$ cat config.mk
export PLATFORM = sky130hd
export DESIGN_NAME = pmrc_ctrl
export DESIGN_NICKNAME = d
export VERILOG_FILES = /design/src/rtl/assert_macros.svh /design/src/rtl/pmrc_pkg.sv /design/src/rtl/pmrc_ctrl.sv
export SDC_FILE = /design/constraint.sdc
export NUM_CORES = 1
export LEC_CHECK = 0
export BUFFER_PORTS_ARGS = -buffer_cell sky130_fd_sc_hd__clkbuf_2
export CELL_PAD_IN_SITES_DETAIL_PLACEMENT = 0
export CELL_PAD_IN_SITES_GLOBAL_PLACEMENT = 2
export CORE_MARGIN = 4
export CORE_UTILIZATION = 16
export DETAILED_ROUTE_END_ITERATION = 8
export GPL_ROUTABILITY_DRIVEN = 0
export PLACE_DENSITY_LB_ADDON = 0.1
export SYNTH_ARGS = -nofsm -noshare
export SYNTH_HDL_FRONTEND = slang
export SYNTH_SLANG_ARGS = --single-unit
$ cat constraint.sdc
create_clock -name clock -period 1.2 [get_ports clock]
set_input_delay 0 -clock clock [delete_from_list [all_inputs] [get_ports clock]]
set_output_delay 0 -clock clock [all_outputs]
set_load 0.02 [all_outputs]
$ cat src/rtl/assert_macros.svh
// Assertion macros shared by the classifier RTL.
`ifndef ASSERT_MACROS_SVH
`define ASSERT_MACROS_SVH

// check that a condition implies a consequence in the same cycle
`define PMRC_ASSERT_IMPL(lbl, clk, rst, ante, cons, msg) \
   lbl: assert property (@(posedge clk) disable iff (rst) (ante) |-> (cons)) \
      else $error(msg);

// check that a condition implies a consequence in the next cycle
`define PMRC_ASSERT_NEXT(lbl, clk, rst, ante, cons, msg) \
   lbl: assert property (@(posedge clk) disable iff (rst) (ante) |=> (cons)) \
      else $error(msg);

`endif

$ cat src/rtl/pmrc_pkg.sv
// Shared constants and controller/datapath types for the packet mask classifier.
package pmrc_pkg;

   localparam int NUM_RULES    = 8;
   localparam int MAX_MASK_LEN = 64;
   localparam int PACKET_BYTES = 2048;

   localparam int RULE_W  = (NUM_RULES > 1) ? $clog2(NUM_RULES) : 1;
   localparam int CNT_W   = $clog2(NUM_RULES + 1);
   localparam int MASK_AW = $clog2(MAX_MASK_LEN);
   localparam int MIDX_W  = $clog2(MAX_MASK_LEN + 1);
   localparam int POS_W   = $clog2(PACKET_BYTES + 2);
   localparam int RAM_DEPTH = NUM_RULES * MAX_MASK_LEN;
   localparam int ADDR_W  = $clog2(RAM_DEPTH);

   localparam logic [1:0] KIND_BYTE   = 2'd0;
   localparam logic [1:0] KIND_HEADER = 2'd1;
   localparam logic [1:0] KIND_MASK   = 2'd2;
   localparam logic [1:0] KIND_CLEAR  = 2'd3;

   localparam logic [1:0] ST_OK      = 2'd0;
   localparam logic [1:0] ST_FULL    = 2'd1;
   localparam logic [1:0] ST_NOROOM  = 2'd2;
   localparam logic [1:0] ST_TOOLONG = 2'd3;

   typedef struct packed {
      logic latch;
      logic ri_zero;
      logic ri_count;
      logic ri_inc;
      logic ri_dec;
      logic scan_dn;
      logic chk_rd;
      logic chk_ev;
      logic pos_adv;
      logic pkt_clr;
      logic cnt_clr;
      logic cnt_step;
      logic emit_load;
      logic drop_load;
      logic toolong_load;
      logic op_exec;
   } cmd_type;

   typedef struct packed {
      logic [1:0]       kind;
      logic             last;
      logic             too_long;
      logic             ri_is_zero;
      logic             ri_at_count;
      logic             rule_ok;
      logic             rule_emit;
      logic             nemit_zero;
      logic             emit_final;
      logic             out_free;
      logic             table_empty;
      logic [CNT_W-1:0] rule_cnt;
   } sts_type;

endpackage

$ cat src/rtl/pmrc_ctrl.sv
// Controller state machine sequencing rule checks, counting and result emission.
module pmrc_ctrl import pmrc_pkg::*; (
   input  logic    clock,
   input  logic    reset,
   input  logic    req_tvalid,
   output logic    req_tready,
   input  sts_type sts,
   output cmd_type cmd
);

   typedef enum logic [2:0] {
      S_IDLE, S_DISPATCH, S_CHK_RD, S_CHK_EV, S_PKT_END, S_CNT, S_EMIT, S_OP
   } state_type;

   state_type state_ff, state_in;

   always_comb begin
      cmd      = '0;
      state_in = state_ff;
      case (state_ff)
         S_IDLE: begin
            if (req_tvalid) begin
               cmd.latch = 1'b1;
               state_in  = S_DISPATCH;
            end
         end
         S_DISPATCH: begin
            if (sts.kind == KIND_BYTE) begin
               cmd.ri_zero = 1'b1;
               state_in = (sts.too_long || sts.table_empty) ? S_PKT_END : S_CHK_RD;
            end else begin
               state_in = S_OP;
            end
         end
         S_CHK_RD: begin
            cmd.chk_rd = 1'b1;
            state_in   = S_CHK_EV;
         end
         S_CHK_EV: begin
            cmd.chk_ev = 1'b1;
            cmd.ri_inc = 1'b1;
            state_in   = S_CHK_RD;
            if (sts.ri_at_count) begin
               state_in = S_PKT_END;
            end
         end
         S_PKT_END: begin
            if (!sts.last) begin
               cmd.pos_adv = 1'b1;
               state_in    = S_IDLE;
            end else if (sts.too_long) begin
               if (sts.out_free) begin
                  cmd.toolong_load = 1'b1;
                  cmd.pkt_clr      = 1'b1;
                  state_in         = S_IDLE;
               end
            end else begin
               cmd.ri_count = 1'b1;
               cmd.cnt_clr  = 1'b1;
               state_in     = S_CNT;
            end
         end
         S_CNT: begin
            cmd.scan_dn = 1'b1;
            if (sts.ri_is_zero) begin
               cmd.ri_count = 1'b1;
               state_in     = S_EMIT;
            end else begin
               cmd.cnt_step = 1'b1;
               cmd.ri_dec   = 1'b1;
            end
         end
         S_EMIT: begin
            cmd.scan_dn = 1'b1;
            if (sts.nemit_zero) begin
               if (sts.out_free) begin
                  cmd.drop_load = 1'b1;
                  cmd.pkt_clr   = 1'b1;
                  state_in      = S_IDLE;
               end
            end else if (sts.rule_emit) begin
               if (sts.out_free) begin
                  cmd.emit_load = 1'b1;
                  cmd.ri_dec    = 1'b1;
                  if (sts.emit_final) begin
                     cmd.pkt_clr = 1'b1;
                     state_in    = S_IDLE;
                  end
               end
            end else begin
               cmd.ri_dec = 1'b1;
            end
         end
         S_OP: begin
            if (sts.out_free) begin
               cmd.op_exec = 1'b1;
               state_in    = S_IDLE;
            end
         end
         default: begin
            state_in = S_IDLE;
         end
      endcase
   end

   always_ff @(posedge clock) begin
      if (reset) begin
         state_ff <= S_IDLE;
      end else begin
         state_ff <= state_in;
      end
   end

   assign req_tready = (state_ff == S_IDLE);

endmodule

Word level (Yosys, flattened, before mapping)
Index checks and enable logic that the tools add are counted.
Storage, ports and cells
  flip-flop bits (word level): 3
  input port bits: 19
  output and inout bits: 17
  word-level logic and storage cells: 63
Cells by class
  equal/unequal tests: 12
  multiplexer cells: 46
  reductions and logical operators: 4
Operators by type and width (number)
  3-bit 2-to-1 mux: 12
  1-bit 2-to-1 mux: 28
  3-bit case mux with 8 select lines: 1
  3-bit == test (second input constant): 4
  3-bit != test (second input constant): 3
  3-bit by 2-bit == test with 1-bit output (second input constant): 2
  5-bit AND reduction: 1
  2-bit 2-to-1 mux: 2
  2-bit != test (second input constant): 2
  1-bit case mux with 2 select lines: 2
  2-bit case mux with 2 select lines: 1
  3-bit by 1-bit == test with 1-bit output (second input constant): 1
  3-bit zero test: 1
  2-bit zero test: 1
  1-bit logical OR: 1

Logic depth before layout (Yosys ltp)
  depth in word-level cells: 5
  gate-level depth with buffers: 5
  gate-level depth less buffers: 4

Worst setup path after synthesis
OpenSTA, ideal clock, no wires.
  kind: register -> output
  start: register state_ff[2]
  end: output port cmd[6] in the netlist's numbering
  data arrival time: 1.615 ns
  data required time: 1.200 ns
  setup slack: -0.415 ns
  cell stages (with the launch flop): 6
  buffers on the path: 1
  path through: dfxtp_1 buf_2 nand2_1 nor4_1 a41oi_1 o21ai_1
RTL lines
  start: declaration: line pmrc_ctrl.sv:15  | state_type state_ff, state_in;
  start signal: assignment: line pmrc_ctrl.sv:110  | state_ff <= state_in;
  end: declaration: line pmrc_ctrl.sv:8  | output cmd_type cmd

==> reports/results.txt <==
outcome = finished, violations left
failing checks = setup timing
total gr overflow = 0
Critical path origin = state_ff[0]
Slew @ Worst Pin = 0.2591 ns
Top delay family on crit path = flip-flops
Max Cap Violations = 0
fin crit share = 112.0%
worst setup path endpoint = cmd[6]
Netlist cell types = 31
Synthesized Nets = 89
htree depth = 1
CTS buffer count = 3
Worst path slowest cell = dfxtp_4
worst setup slack after layout = -0.1438 ns
wire length on met1 = 875 microns
CP peak stage delay = 0.36 ns
setup_tns = -0.9327 ns
Top Layer Used = met4
WL per Instance = 13.05 microns
Setup CP Type = flop to output pin
Synth area leaders = dfxtp_1, nor4_1, a21oi_1
sequential share of the synthesized area = 12.83%
Final HPWL DP = 1593 microns
drt pass-1 iters = 3
Starting Density = 16.82%
Buf/Inv on CP = 2
min cycle time layout = 1.344 ns
clock latency at the later pin of the worst-skew pair = 0.24 ns
Die ar. = 3854 sq um
Avg Cell Area, Syn = 6.685 sq um
CORE AREA = 2781 sq um
Reg2Reg Launch Point = state_ff[1]
Clock Power Share = 6.8%
TritonCTS clock tree = done
hold slack = 0.1034 ns
Req. time, crit path = 1.20 ns
area growth from synthesis to layout = 154.8%
R2R depth = 5
crit path DAT = 1.34 ns
Yosys reg bits = 3
Slew Viols, Final = 0
NetSw = 1.151 mW
worst hold path type = input pin to flop
CP Cell Sequence = buf_6, nor4_4, a41oi_1, o21ai_1, buf_4
Mapped Area = 467.9 sq um
clock transition at the registers of the reported paths = 0.04 ns
Final #Nets = 144
sw frac = 42.87%
Tot Pwr = 2.685 mW
Comb pwr share = 82.8%
Post-synth EDFFs = 0
clk buf depth = 2
largest net degree at the start of global routing = 11
vias per cell = 4.594
yosys warns = 0
Root Driver = clkbuf_4
CP Capture Type = output pin
Leak = 0.5037 nW
critical path depth in cells = 5
Reg power frac = 10.4%
most frequent cell after synthesis = nand2_1
CP Max Fanout = 5
Post-Syn Instances = 70
crit start category = flop
met3 routed WL = 92 microns
final wirelength = 2023 microns
final hold vios = 0
final setup fails = 11
Die Width = 62.08 microns
Async S/R FF share, synth = 0%
gr usage total = 12.04%
Top-Level Pins = 36
max FFs per register = 3
drt drc = 0
Reg-to-Reg End = state_ff[0]
initial antenna violation count = 0
Max Clock Skew = 0.005393 ns
Slew Limit Headroom = 82.60%
Peak VDD IR = 0.001232 V
RSZ-0062 raised after global routing = true
WL met2 = 1035 microns
vias in the first global route = 734
FP Rows = 19
Reg with most FFs = state_ff
layout cells sized above 1 = 70.97%
largest area contributor in the netlist = dfxtp_1
Regs by FF count = state_ff (3)
pwr dens = 2252 nW/um^2
routed via count = 712
Internal Power = 1.534 mW
ANT nets after route = 0
Fmax = 744.2 MHz
R2R Setup Slk = -0.08 ns
share of the synthesized area in the top cell type = 12.83%
Top FF cell, synth = dfxtp_1
PortBufs = 30
starting DRC count in detailed routing = 17
CTS Sinks = 3
first-pass GRT wire length = 3387 microns
ant diodes = 0
top post-synthesis cells by count = nand2_1, a21oi_1, nor2_1
die height = 62.08 microns
## how the worst min path moves through the flow
| stage | startpoint | cells past startpoint | endpoint | slack [ns] |
|---|---|---|---|---|
| 2_1_floorplan | sts[14] | 1 | cmd[14] | 0.05 |
| 3_3_place_gp | reset | 2 | state_ff[0] | 0.23 |
| 3_5_place_dp | reset | 2 | state_ff[1] | 0.23 |
| 4_1_cts | sts[7] | 3 | state_ff[1] | 0.1 |
| 5_1_grt | sts[7] | 3 | state_ff[1] | 0.1 |
| 6_report | sts[7] | 3 | state_ff[1] | 0.10 |
## final cells by class
cell class | count | area (sq um)
clock buffers | 4 | 26.28
fillers | 294 | 1589
inverters | 1 | 8.758
multi-input cells | 59 | 523.0
flip-flops and latches | 3 | 71.32
well taps | 31 | 38.79
repair buffers | 57 | 524.3
## power by group through the flow
stage               logic [mW]  clock network [mW]  registers (mW)
floorplan                0.819                   0           0.179
global placement          1.41                   0           0.230
detailed placement        1.39                   0           0.230
CTS                       1.83               0.188           0.269
global route              2.38               0.207           0.292
finish                    2.22               0.181           0.280
## layer usage
metal,up-vias,GRT usage [%]
met5,-,0
met4,0,3.636
met3,2,2.479
met2,15,21.01
met1,329,14.72
li1,366,-
## worst reg2reg max path, delay by kind of cell, from the launching register on
| family | cells | cell delay (ns) |
|---|---|---|
| compound gates | 3 | 0.37 |
| buf+inv | 1 | 0.15 |
| flops | 1 | 0.38 |
| simple gates | 1 | 0.27 |
## cell usage in the layout, fill, tap and decap left out, drive strengths merged, types with 2 or more instances in the layout
cell type / instances
a211oi: 2
nand2: 7
nor2: 6
nand3b: 3
dfxtp: 3
nor4: 5
clkbuf: 19
nand2b: 4
and2: 2
nand3: 2
nor3: 3
o21ai: 6
buf: 41
and4bb: 2
nor2b: 2
a21oi: 6
## cells by family after synthesis
logic type	count (synthesis)	synth area share, %
AO/OA/AOI/OAI	19	27.81
buffers and inverters	8	8.554
flip-flops	3	12.83
AND/OR/NAND/NOR	40	50.80
## timing repair
| item | 4_1_cts | 5_1_grt |
|---|---|---|
| buffers inserted | 4 | 1 |
| pin swaps | 8 | 9 |
| hold buffers | 1 | 0 |
| hold endpoints to repair | 3 | 0 |
| setup endpoints to repair | 18 | 20 |
| resized for setup | 46 | 43 |
| cloned | 0 | 0 |
## through the flow
stage               setup slack [ns]  std cells  cell area [sq um]  utilization [%]
floorplan                    -0.1563         70              500.5                -
global placement            -0.08713        145              809.5            29.10
detailed placement          -0.09866        145              809.5            29.10
CTS                          -0.1811        154               1056            37.97
global route                 -0.2425        155               1192            42.87
finish                       -0.1438        155               1192            42.87
Power figures use the tool's default switching activity.
